File: src/rtl/core/lpr_pkg.sv
// shared types and constants for the lru page replacement unit
`timescale 1ns / 1ps
`default_nettype none

package lpr_pkg;

   localparam int CAPACITY_DEFAULT  = 16;
   localparam int PAGE_BITS_DEFAULT = 20;

   localparam int CFG_W = 5;
   localparam logic [CFG_W-1:0] FRAMES_RESET = 5'd16;

   localparam int RSP_W = 8;

   typedef struct packed {
      logic cmp_en;
      logic upd_en;
      logic hit;
      logic miss_shift;
      logic valid;
   } lpr_ctrl_type;

endpackage

`default_nettype wire

File: src/rtl/core/lpr_cell.sv
// one stack cell: holds a resident page, compares it and shifts it towards the tail
`timescale 1ns / 1ps
`default_nettype none

module lpr_cell #(
   parameter int PAGE_BITS = lpr_pkg::PAGE_BITS_DEFAULT
) (
   input  wire logic                 clock,
   input  wire lpr_pkg::lpr_ctrl_type ctrl,
   input  wire logic [PAGE_BITS-1:0] page,
   input  wire logic [PAGE_BITS-1:0] prev_entry,
   input  wire logic                 found_in,
   output logic                      found_out,
   output logic [PAGE_BITS-1:0]      entry_out
);

   logic [PAGE_BITS-1:0] entry_ff;
   logic [PAGE_BITS-1:0] entry_in;
   logic                 match_ff;
   logic                 match_in;
   logic                 shift;

   assign found_out = found_in | match_ff;
   assign entry_out = entry_ff;
   assign shift     = ctrl.hit ? ~found_in : ctrl.miss_shift;

   always_comb begin
      match_in = match_ff;
      if (ctrl.cmp_en) begin
         match_in = ctrl.valid && (entry_ff == page);
      end
   end

   always_comb begin
      entry_in = entry_ff;
      if (ctrl.upd_en && shift) begin
         entry_in = prev_entry;
      end
   end

   always_ff @(posedge clock) begin
      match_ff <= match_in;
      entry_ff <= entry_in;
   end

endmodule

`default_nettype wire

File: src/rtl/core/lru_page_replacement_unit.sv
// top level of the lru page replacement unit
//
// req channel: one page reference per transaction, page number in the low
// bits of req_tdata. rsp channel: one fault flag per reference, in bit 0 of
// rsp_tdata, 1 when the page was not resident. csr channel: writes the
// table size (frames in use); zero acts as one, values above the built
// capacity act as the capacity. csr_wready is always high.
// a reference is compared against every cell in the cycle it is accepted;
// in the update state that follows, the hit/miss carry ripples down the
// row of cells and the stack shifts, the result landing in the output
// register. rsp_tvalid rises when that update completes, and a new
// reference is taken only after the update of the last one is done.
// a result waiting in the output register does not block acceptance of the
// next reference; that reference holds in its shift cycle until the
// receiver takes the earlier result.
// reset empties the stack (occupancy zero) and sets the table size to 16.
`timescale 1ns / 1ps
`default_nettype none

module lru_page_replacement_unit #(
   parameter int CAPACITY  = lpr_pkg::CAPACITY_DEFAULT,
   parameter int PAGE_BITS = lpr_pkg::PAGE_BITS_DEFAULT,
   localparam int REQ_W    = ((PAGE_BITS + 7) / 8) * 8
) (
   input  wire logic                     clock,
   input  wire logic                     reset,
   input  wire logic                     req_tvalid,
   output logic                          req_tready,
   input  wire logic [REQ_W-1:0]         req_tdata,   // page_number
   output logic                          rsp_tvalid,
   input  wire logic                     rsp_tready,
   output logic [lpr_pkg::RSP_W-1:0]     rsp_tdata,   // fault
   input  wire logic                     csr_wvalid,
   output logic                          csr_wready,
   input  wire logic [lpr_pkg::CFG_W-1:0] csr_wdata   // frames in use
);

   localparam int OCC_W = $clog2(CAPACITY + 1);
   localparam int SZ_W  = (OCC_W > lpr_pkg::CFG_W) ? OCC_W : lpr_pkg::CFG_W;

   localparam logic ST_IDLE   = 1'b0;
   localparam logic ST_UPDATE = 1'b1;

   logic                      state_ff;
   logic                      state_in;
   logic [OCC_W-1:0]          occ_ff;
   logic [OCC_W-1:0]          occ_in;
   logic [lpr_pkg::CFG_W-1:0] frames_ff;
   logic [lpr_pkg::CFG_W-1:0] frames_in;
   logic [PAGE_BITS-1:0]      page_ff;
   logic [PAGE_BITS-1:0]      page_in;
   logic                      rsp_valid_ff;
   logic                      rsp_valid_in;
   logic                      fault_ff;
   logic                      fault_in;

   logic                      req_accept;
   logic                      out_free;
   logic                      update;
   logic                      hit;
   logic [PAGE_BITS-1:0]      cmp_page;
   logic [SZ_W-1:0]           ts_ext;
   logic [SZ_W-1:0]           eff_size;
   logic [SZ_W-1:0]           occ_ext;
   logic [SZ_W-1:0]           miss_pos_w;
   logic [OCC_W-1:0]          miss_pos;

   logic [PAGE_BITS-1:0]      link [CAPACITY+1];
   logic                      found [CAPACITY+1];
   lpr_pkg::lpr_ctrl_type     ctrl [CAPACITY];

   assign req_tready = (state_ff == ST_IDLE);
   assign req_accept = req_tvalid && req_tready;
   assign out_free   = ~rsp_valid_ff | rsp_tready;
   assign update     = (state_ff == ST_UPDATE) && out_free;
   assign hit        = found[CAPACITY];
   assign cmp_page   = req_tdata[PAGE_BITS-1:0];
   assign csr_wready = 1'b1;
   assign rsp_tvalid = rsp_valid_ff;
   assign rsp_tdata  = {(lpr_pkg::RSP_W-1)'(0), fault_ff};

   always_comb begin
      ts_ext  = SZ_W'(frames_ff);
      occ_ext = SZ_W'(occ_ff);
      if (ts_ext == '0) begin
         eff_size = SZ_W'(1);
      end else if (ts_ext > SZ_W'(CAPACITY)) begin
         eff_size = SZ_W'(CAPACITY);
      end else begin
         eff_size = ts_ext;
      end
      miss_pos_w = (occ_ext >= eff_size) ? (eff_size - SZ_W'(1)) : occ_ext;
      miss_pos   = OCC_W'(miss_pos_w);
   end

   assign found[0] = 1'b0;
   assign link[0]  = page_ff;

   for (genvar i = 0; i < CAPACITY; i++) begin : g_cell
      always_comb begin
         ctrl[i].cmp_en     = req_accept;
         ctrl[i].upd_en     = update;
         ctrl[i].hit        = hit;
         ctrl[i].miss_shift = (miss_pos >= OCC_W'(i));
         ctrl[i].valid      = (OCC_W'(i) < occ_ff);
      end

      lpr_cell #(
         .PAGE_BITS (PAGE_BITS)
      ) u_cell (
         .clock      (clock),
         .ctrl       (ctrl[i]),
         .page       (cmp_page),
         .prev_entry (link[i]),
         .found_in   (found[i]),
         .found_out  (found[i+1]),
         .entry_out  (link[i+1])
      );
   end

   always_comb begin
      state_in     = state_ff;
      occ_in       = occ_ff;
      frames_in    = frames_ff;
      page_in      = page_ff;
      rsp_valid_in = rsp_valid_ff;
      fault_in     = fault_ff;
      if (rsp_tready) begin
         rsp_valid_in = 1'b0;
      end
      if (csr_wvalid) begin
         frames_in = csr_wdata;
      end
      unique case (state_ff)
         ST_IDLE: begin
            if (req_accept) begin
               page_in  = cmp_page;
               state_in = ST_UPDATE;
            end
         end
         ST_UPDATE: begin
            if (out_free) begin
               rsp_valid_in = 1'b1;
               fault_in     = ~hit;
               state_in     = ST_IDLE;
               if (!hit) begin
                  occ_in = miss_pos + OCC_W'(1);
               end
            end
         end
         default: begin
            state_in = ST_IDLE;
         end
      endcase
   end

   always_ff @(posedge clock) begin
      if (reset) begin
         state_ff     <= ST_IDLE;
         occ_ff       <= '0;
         frames_ff    <= lpr_pkg::FRAMES_RESET;
         rsp_valid_ff <= 1'b0;
      end else begin
         state_ff     <= state_in;
         occ_ff       <= occ_in;
         frames_ff    <= frames_in;
         rsp_valid_ff <= rsp_valid_in;
      end
      page_ff  <= page_in;
      fault_ff <= fault_in;
   end

endmodule

`default_nettype wire

File: config.mk
export PLATFORM = sky130hd
export DESIGN_NAME = lru_page_replacement_unit
export DESIGN_NICKNAME = d
export VERILOG_FILES = /design/src/rtl/core/lpr_pkg.sv /design/src/rtl/core/lpr_cell.sv /design/src/rtl/core/lru_page_replacement_unit.sv
export SDC_FILE = /design/constraint.sdc
export NUM_CORES = 1
export LEC_CHECK = 0
export ABC_CLOCK_PERIOD_IN_PS = 6800
export BUFFER_PORTS_ARGS = -buffer_cell sky130_fd_sc_hd__clkbuf_2
export CORE_ASPECT_RATIO = 1.4
export CORE_UTILIZATION = 62
export DETAILED_ROUTE_END_ITERATION = 10
export PLACE_DENSITY = 0.82
export SYNTH_ARGS = -nofsm -noshare
export SYNTH_HDL_FRONTEND = slang
export SYNTH_SLANG_ARGS = --single-unit
File: constraint.sdc
create_clock -name clock -period 6.8 [get_ports clock]
set_input_delay 0.68 -clock clock [delete_from_list [all_inputs] [get_ports clock]]
set_output_delay 0.68 -clock clock [all_outputs]
set_load 0.02 [all_outputs]
== After elaboration in Yosys (flattened, before gate mapping) ==
Index checks and enable logic that the tools add are counted.
Operators by class
  add/sub/neg operators: 2
  order comparisons: 34
  equal/unequal tests: 16
  muxes and demuxes: 25
  bitwise operators: 34
  reduce and logical (&&, ||, !) cells: 38
Operator list (number)
  == test 20 bit: 16
  greater-or-equal comparator 5 x 4 -> 1 bit (second input constant): 8
  less-than comparator 4 x 5 -> 1 bit (first input constant): 8
  logical AND 1 bit: 34
  2-to-1 mux 1 bit: 21
  greater-or-equal comparator 5 x 3 -> 1 bit (second input constant): 4
  less-than comparator 3 x 5 -> 1 bit (first input constant): 4
  inverter 1 bit: 18
  bitwise OR 1 bit: 16
  2-to-1 mux 5 bit: 3
  greater-or-equal comparator 5 x 1 -> 1 bit (second input constant): 2
  greater-or-equal comparator 5 x 2 -> 1 bit (second input constant): 2
  less-than comparator 1 x 5 -> 1 bit (first input constant): 2
  less-than comparator 2 x 5 -> 1 bit (first input constant): 2
  adder 5 x 1 -> 5 bit (second input constant): 1
  greater-or-equal comparator 5 bit: 1
  greater-than comparator 5 bit (second input constant): 1
  logical NOT 5 bit: 1
  subtractor 5 x 1 -> 5 bit (second input constant): 1
  AND reduction 2 bit: 2
  AND reduction 3 bit: 1
  case mux 1 bit (2 select lines): 1
Word-level totals
  register bits: 369
  bits of input ports: 34
  output and inout port bits: 11
  word-level logic and storage cells: 187

== Depth between registers and ports, before layout ==
  word-level depth: 17
  depth in mapped cells: 14
  mapped depth without buffers: 12

== By module ==
Synthesis repeated with hierarchy kept, for this count alone.
Unflattened totals
  cell total of the unflattened synthesis: 1020
  area total of the unflattened synthesis: 15889.0 sq um
By module, submodules not included
  lpr_cell: times used 16, cells each 51, area each 874.6 sq um, seq. area each 630.6 sq um
  lru_page_replacement_unit: times used 1, cells each 204, area each 1895.6 sq um, seq. area each 870.8 sq um

== Worst setup path before layout ==
No wires, ideal clock.
  path kind: reg2reg
  from: register frames_ff[1] (netlist bit)
  to: register g_cell[9].u_cell.entry_ff[0], enable pin
  setup time: 0.507 ns
  data arrival time: 5.222 ns
  data required time: 6.293 ns
  path slack: 1.071 ns
  stages on the path, launching flop included: 11
  buffers on the path: 2
  period minus slack after synthesis: 5.729 ns
  cells stage by stage: dfxtp_1 nor3_1 o21a_1 clkbuf_1 ha_1 nor2b_1 o21ai_1 a31o_2 buf_2 mux2i_1 a2111oi_0
On the way
  word-level cells in the longest chain between the ends: 8
  elaborated cells on any way between the ends: 10
  those cells by class: 1 x add/sub; 3 x order compare; 4 x mux; 2 x reduce/logical
RTL lines
  start: declaration: line lru_page_replacement_unit.sv:48  | logic [lpr_pkg::CFG_W-1:0] frames_ff;
  start signal: assignment: line lru_page_replacement_unit.sv:161  | frames_ff <= lpr_pkg::FRAMES_RESET;
  start signal: assignment: line lru_page_replacement_unit.sv:166  | frames_ff <= frames_in;
  greater-than comparator 5 bit: line lru_page_replacement_unit.sv:87  | end else if (ts_ext > SZ_W'(CAPACITY)) begin
  2-to-1 mux 5 bit: line lru_page_replacement_unit.sv:87
  2-to-1 mux 5 bit (*): line lru_page_replacement_unit.sv:85  | if (ts_ext == '0) begin
  subtractor 5 x 1 -> 5 bit or greater-or-equal comparator 5 bit (tied branches): line lru_page_replacement_unit.sv:92  | miss_pos_w = (occ_ext >= eff_size) ? (eff_size - SZ_W'(1)) : occ_ext;
  2-to-1 mux 5 bit (*): line lru_page_replacement_unit.sv:92
  greater-or-equal comparator 5 x 4 -> 1 bit (*): line lru_page_replacement_unit.sv:104  | ctrl[i].miss_shift = (miss_pos >= OCC_W'(i));
  2-to-1 mux 1 bit (*): line lpr_cell.sv:25  | assign shift = ctrl.hit ? ~found_in : ctrl.miss_shift;
  logical AND 1 bit (*): line lpr_cell.sv:36  | if (ctrl.upd_en && shift) begin
  end signal: assignment: line lpr_cell.sv:43  | entry_ff <= entry_in;
  end: declaration: line lpr_cell.sv:17  | logic [PAGE_BITS-1:0] entry_ff;
Mark *: on every way between the ends. The rest lies on a longest branch, timed or not.
A chain may end at the register's enable or synchronous reset.

== Worst setup path after layout ==
  from: register frames_ff[3] (netlist bit)
  to: register g_cell[15].u_cell.entry_ff[18], enable pin
On the way
  word-level cells in the longest chain between the ends: 8
  elaborated cells on any way between the ends: 10
  those cells by class: 1 x add/sub; 3 x order compare; 4 x mux; 2 x reduce/logical
RTL lines (line)
  greater-than comparator 5 bit: lru_page_replacement_unit.sv:87
  2-to-1 mux 5 bit: lru_page_replacement_unit.sv:87
  2-to-1 mux 5 bit (*): lru_page_replacement_unit.sv:85
  subtractor 5 x 1 -> 5 bit or greater-or-equal comparator 5 bit (tied branches): lru_page_replacement_unit.sv:92
  2-to-1 mux 5 bit (*): lru_page_replacement_unit.sv:92
  greater-or-equal comparator 5 x 4 -> 1 bit (*): lru_page_replacement_unit.sv:104
  2-to-1 mux 1 bit (*): lpr_cell.sv:25
  logical AND 1 bit (*): lpr_cell.sv:36
  end signal: assignment: lpr_cell.sv:43
  end: declaration: lpr_cell.sv:17
Marks and branches as above.

==> results by group <==
Run status
  – Status: complete, no violations

Clock tree
  – Clock buffer count from CTS: 36
  – Clock transition at path regs: about 60 ps
  – Clk Latency, worst-skew pair: 530 ps
  – Clk buf depth: 3
  – Clock sink count: 369
  – Post-CTS Repair Setup Buffers: 0
  – Root Buffer: clkbuf_16
  – TritonCTS clock tree: done
  – Post-CTS sizing: 0
  – Post-CTS Hold Buffers: 0
  – Deepest level of the CTS H-tree: 2

Critical path
  – Critical path arrival: 3980 ps
  – Setup crit end kind: register
  – Crit Path Max Fanout: 20
  – Crit Path Class: reg2reg
  – Setup crit start kind: register
  – CP Data Required Time: 6920 ps

Route
  – Detail Route Antenna Nets: 0
  – DR iter-0 viols: 613
  – Met1 wire length: between 10,000 and 15,000 um
  – Drt first pass iters: 4
  – WL/cell: 25.8 um
  – Vias: about 8,700
  – Via density: 6.19
  – DR top layer: met4
  – Met3 wire len: about 2100 um
  – DRC: 0
  – Met2 wire len: about 20,000 um
  – DRT Wirelength: approximately 36,000 um

Power
  – Switching part of the total power: 21.7%
  – NetSw: 1.04 mW
  – Reg power frac: 53.2%
  – Comb pwr share: 5.5%
  – Cell internal pwr: around 3.8 mW
  – VDD IR max: 0.000289 V
  – Lkg Pwr: 5.80 nW
  – Power Dens Cells: roughly 270 mW/mm^2
  – Clk network pwr share: 41.4%

Final layout
  – Most common cell after layout, fill and taps aside: edfxtp_1
  – Share of cells above drive strength 1: 11.5%
  – Non-filler cells, final: around 1,400
  – # diodes: 0
  – Area delta synth->final: 10.3%
  – Most frequent cells in the layout: 357 x edfxtp_1, 241 x xor2_1, 81 x xnor2_1
  – Nets: roughly 1,100

Placed design
  – IO buf count: 32
  – Placed Cells: 1,338
  – Gpl congestion: 0.899
  – Sum of net half-perimeters after detailed placement: 24,500 um

Synthesis
  – Synth Area in Simple Gates: 7.49%
  – Largest family of logic cells by synthesized area: XOR/XNOR gates
  – Xor and xnor fraction of the mapped netlist area: 17.8%
  – EDFF count, synth: 357
  – Main synth FF type: edfxtp_1
  – Seq cells post-synth: between 300 and 400
  – Dominant cells by area after synthesis: edfxtp_1 68%, xor2_1 13%, xnor2_1 4.5%
  – Mapped cell area: roughly 0.016 sq mm
  – Cells after synthesis: 1,036
  – Post-synthesis sequential area ratio: 69.2%
  – Yosys top cell area share: 67.7%
  – Yosys top cell by area: edfxtp_1
  – Mux share of post-synthesis cell area: 0.466%
  – Yosys cell types: 52
  – Synth Area in Adders: 0.553%
  – Mapped Avg Cell Area: 15.3 sq um
  – Post-synthesis compound-gate area fraction: 2.42%
  – Yosys warns: 0
  – Synth async-reset ratio: 0%

Floorplanning
  – Die H: 191 um
  – Cell row count: 68
  – Initial core utilization: 63.8%
  – Core box area: around 0.025 sq mm
  – Die width: ~140 um
  – Io pins: between 40 and 50
  – Die area: 0.0262 sq mm

STA
  – Final setup skew: 26.0 ps
  – Final Setup Violations: 0
  – Tmin final: 3870 ps
  – Max-slew headroom: around 17%
  – Fin crit share: 56.9%
  – Fin Setup TNS: 0 ps
  – Hold Vio Cnt, Final: 0
  – Fmax: roughly 0.26 GHz
  – Transition time of the tightest slew-check pin: 1250 ps
  – Max Slew Vio Count: 0
  – RSZ-0062 raised after global routing: no

Flow run
  – Max-cap viol count: 0

Global route
  – Vias in the first global route: 9,122
  – Residual overflow from global routing: 0
  – First-pass GRT wire length: between 50,000 and 60,000 um
  – Gr usage total: approximately 30%
  – Largest net degree at the start of global routing: 37
  – Initial antenna violation count: 0

Min path
  – Hold WC Path Type: in2reg
[area by class of cell]
| class | instances | area (sq um) |
|---|---|---|
| clock inverter | 23 | 228 |
| tap | 315 | 394 |
| fill | 1557 | 7370 |
| multi-input combinational | 602 | 4680 |
| inverter | 8 | 30.0 |
| timing repair buffer | 44 | 250 |
| sequential | 369 | 11000 |
| clock buffer | 40 | 937 |
[Yosys cell counts, types with 4 or more instances]
cell type,number
buf_1,8
nor2_1,23
ha_1,7
or3_1,6
nand3_1,12
a2111oi_0,5
nor3_1,14
edfxtp_1,357
xor2_1,241
dfxtp_1,12
inv_1,8
or2_2,5
nand4_1,33
a21oi_1,12
mux2i_1,6
buf_4,9
buf_2,14
nor4_1,71
xnor2_1,81
a31oi_1,5
o21ai_0,6
a211oi_1,4
clkbuf_1,31
nand2_1,20
[worst paths after layout]
check	startpoint	to	slack (ps)	cells after the start
min reg2reg	page_ff[2]$_DFFE_PP_	g_cell[0].u_cell.entry_out[2]$_DFFE_PP_	420	0
max	frames_ff[3]$_SDFFE_PP0P_	g_cell[15].u_cell.entry_out[18]$_DFFE_PP_	2930	11
max reg2reg	frames_ff[3]$_SDFFE_PP0P_	g_cell[15].u_cell.entry_out[18]$_DFFE_PP_	2930	11
min	csr_wdata[4]	frames_ff[4]$_SDFFE_PP1P_	390	3
[power groups by stage]
stage / clock (mW) / combinational, mW / sequential [mW]
finish: 1.98 / 0.261 / 2.55
floorplan: 0 / 0.187 / 2.58
detailed placement: 0 / 0.257 / 2.59
CTS: 2.00 / 0.261 / 2.55
global placement: 0 / 0.249 / 2.59
global route: 2.08 / 0.280 / 2.55
[routing by layer]
layer	GRT usage, %	vias to the layer above
met1	30.4	4301
met5	0	-
met2	54.6	380
met3	4.75	137
met4	16.4	0
li1	-	3854
[state kept, by name, indices dropped and copies added, names as in the netlist]
name,cells
page_ff,20
state_ff,1
fault_ff,1
occ_ext,5
frames_ff,5
g_cell.u_cell.entry_out,320
rsp_tvalid,1
g_cell.u_cell.match_ff,16
[logic make-up (layout without fill, tap and decap cells)]
logic type / after synthesis / count (layout)
flip-flops: 369 / 369
adder cells (fa/ha/maj): 7 / 7
AND/OR/NAND/NOR: 205 / 205
other: 2 / 8
AO/OA/AOI/OAI: 53 / 53
XOR/XNOR: 322 / 322
multiplexers: 7 / 7
buffers and inverters: 71 / 115
[worst max-delay path: stages (launching register included)]
cell,delay [ps]
dfxtp_1,420
nor3_1,70
o21a_1,320
ha_1,350
nor2b_1,40
o21ai_1,270
a31o_2,470
nand2_1,160
o21ai_0,110
ha_1,170
a21oi_1,50
a31oi_2,1010
[stage by stage]
stage | setup slack, ps | hold WS (ps) | utilization, % | total power [mW] | instance area (sq um)
finish | 2930 | 392 | 70.3 | 4.79 | 17500
global route | 2630 | 397 | 70.3 | 4.91 | 17500
CTS | 2920 | 382 | 70.3 | 4.80 | 17500
detailed placement | 2980 | 405 | 65.7 | 2.85 | 16300
global placement | 3040 | 400 | 65.7 | 2.84 | 16300
floorplan | 1070 | 400 | - | 2.77 | 15900
(Power assumes the default switching activity.)
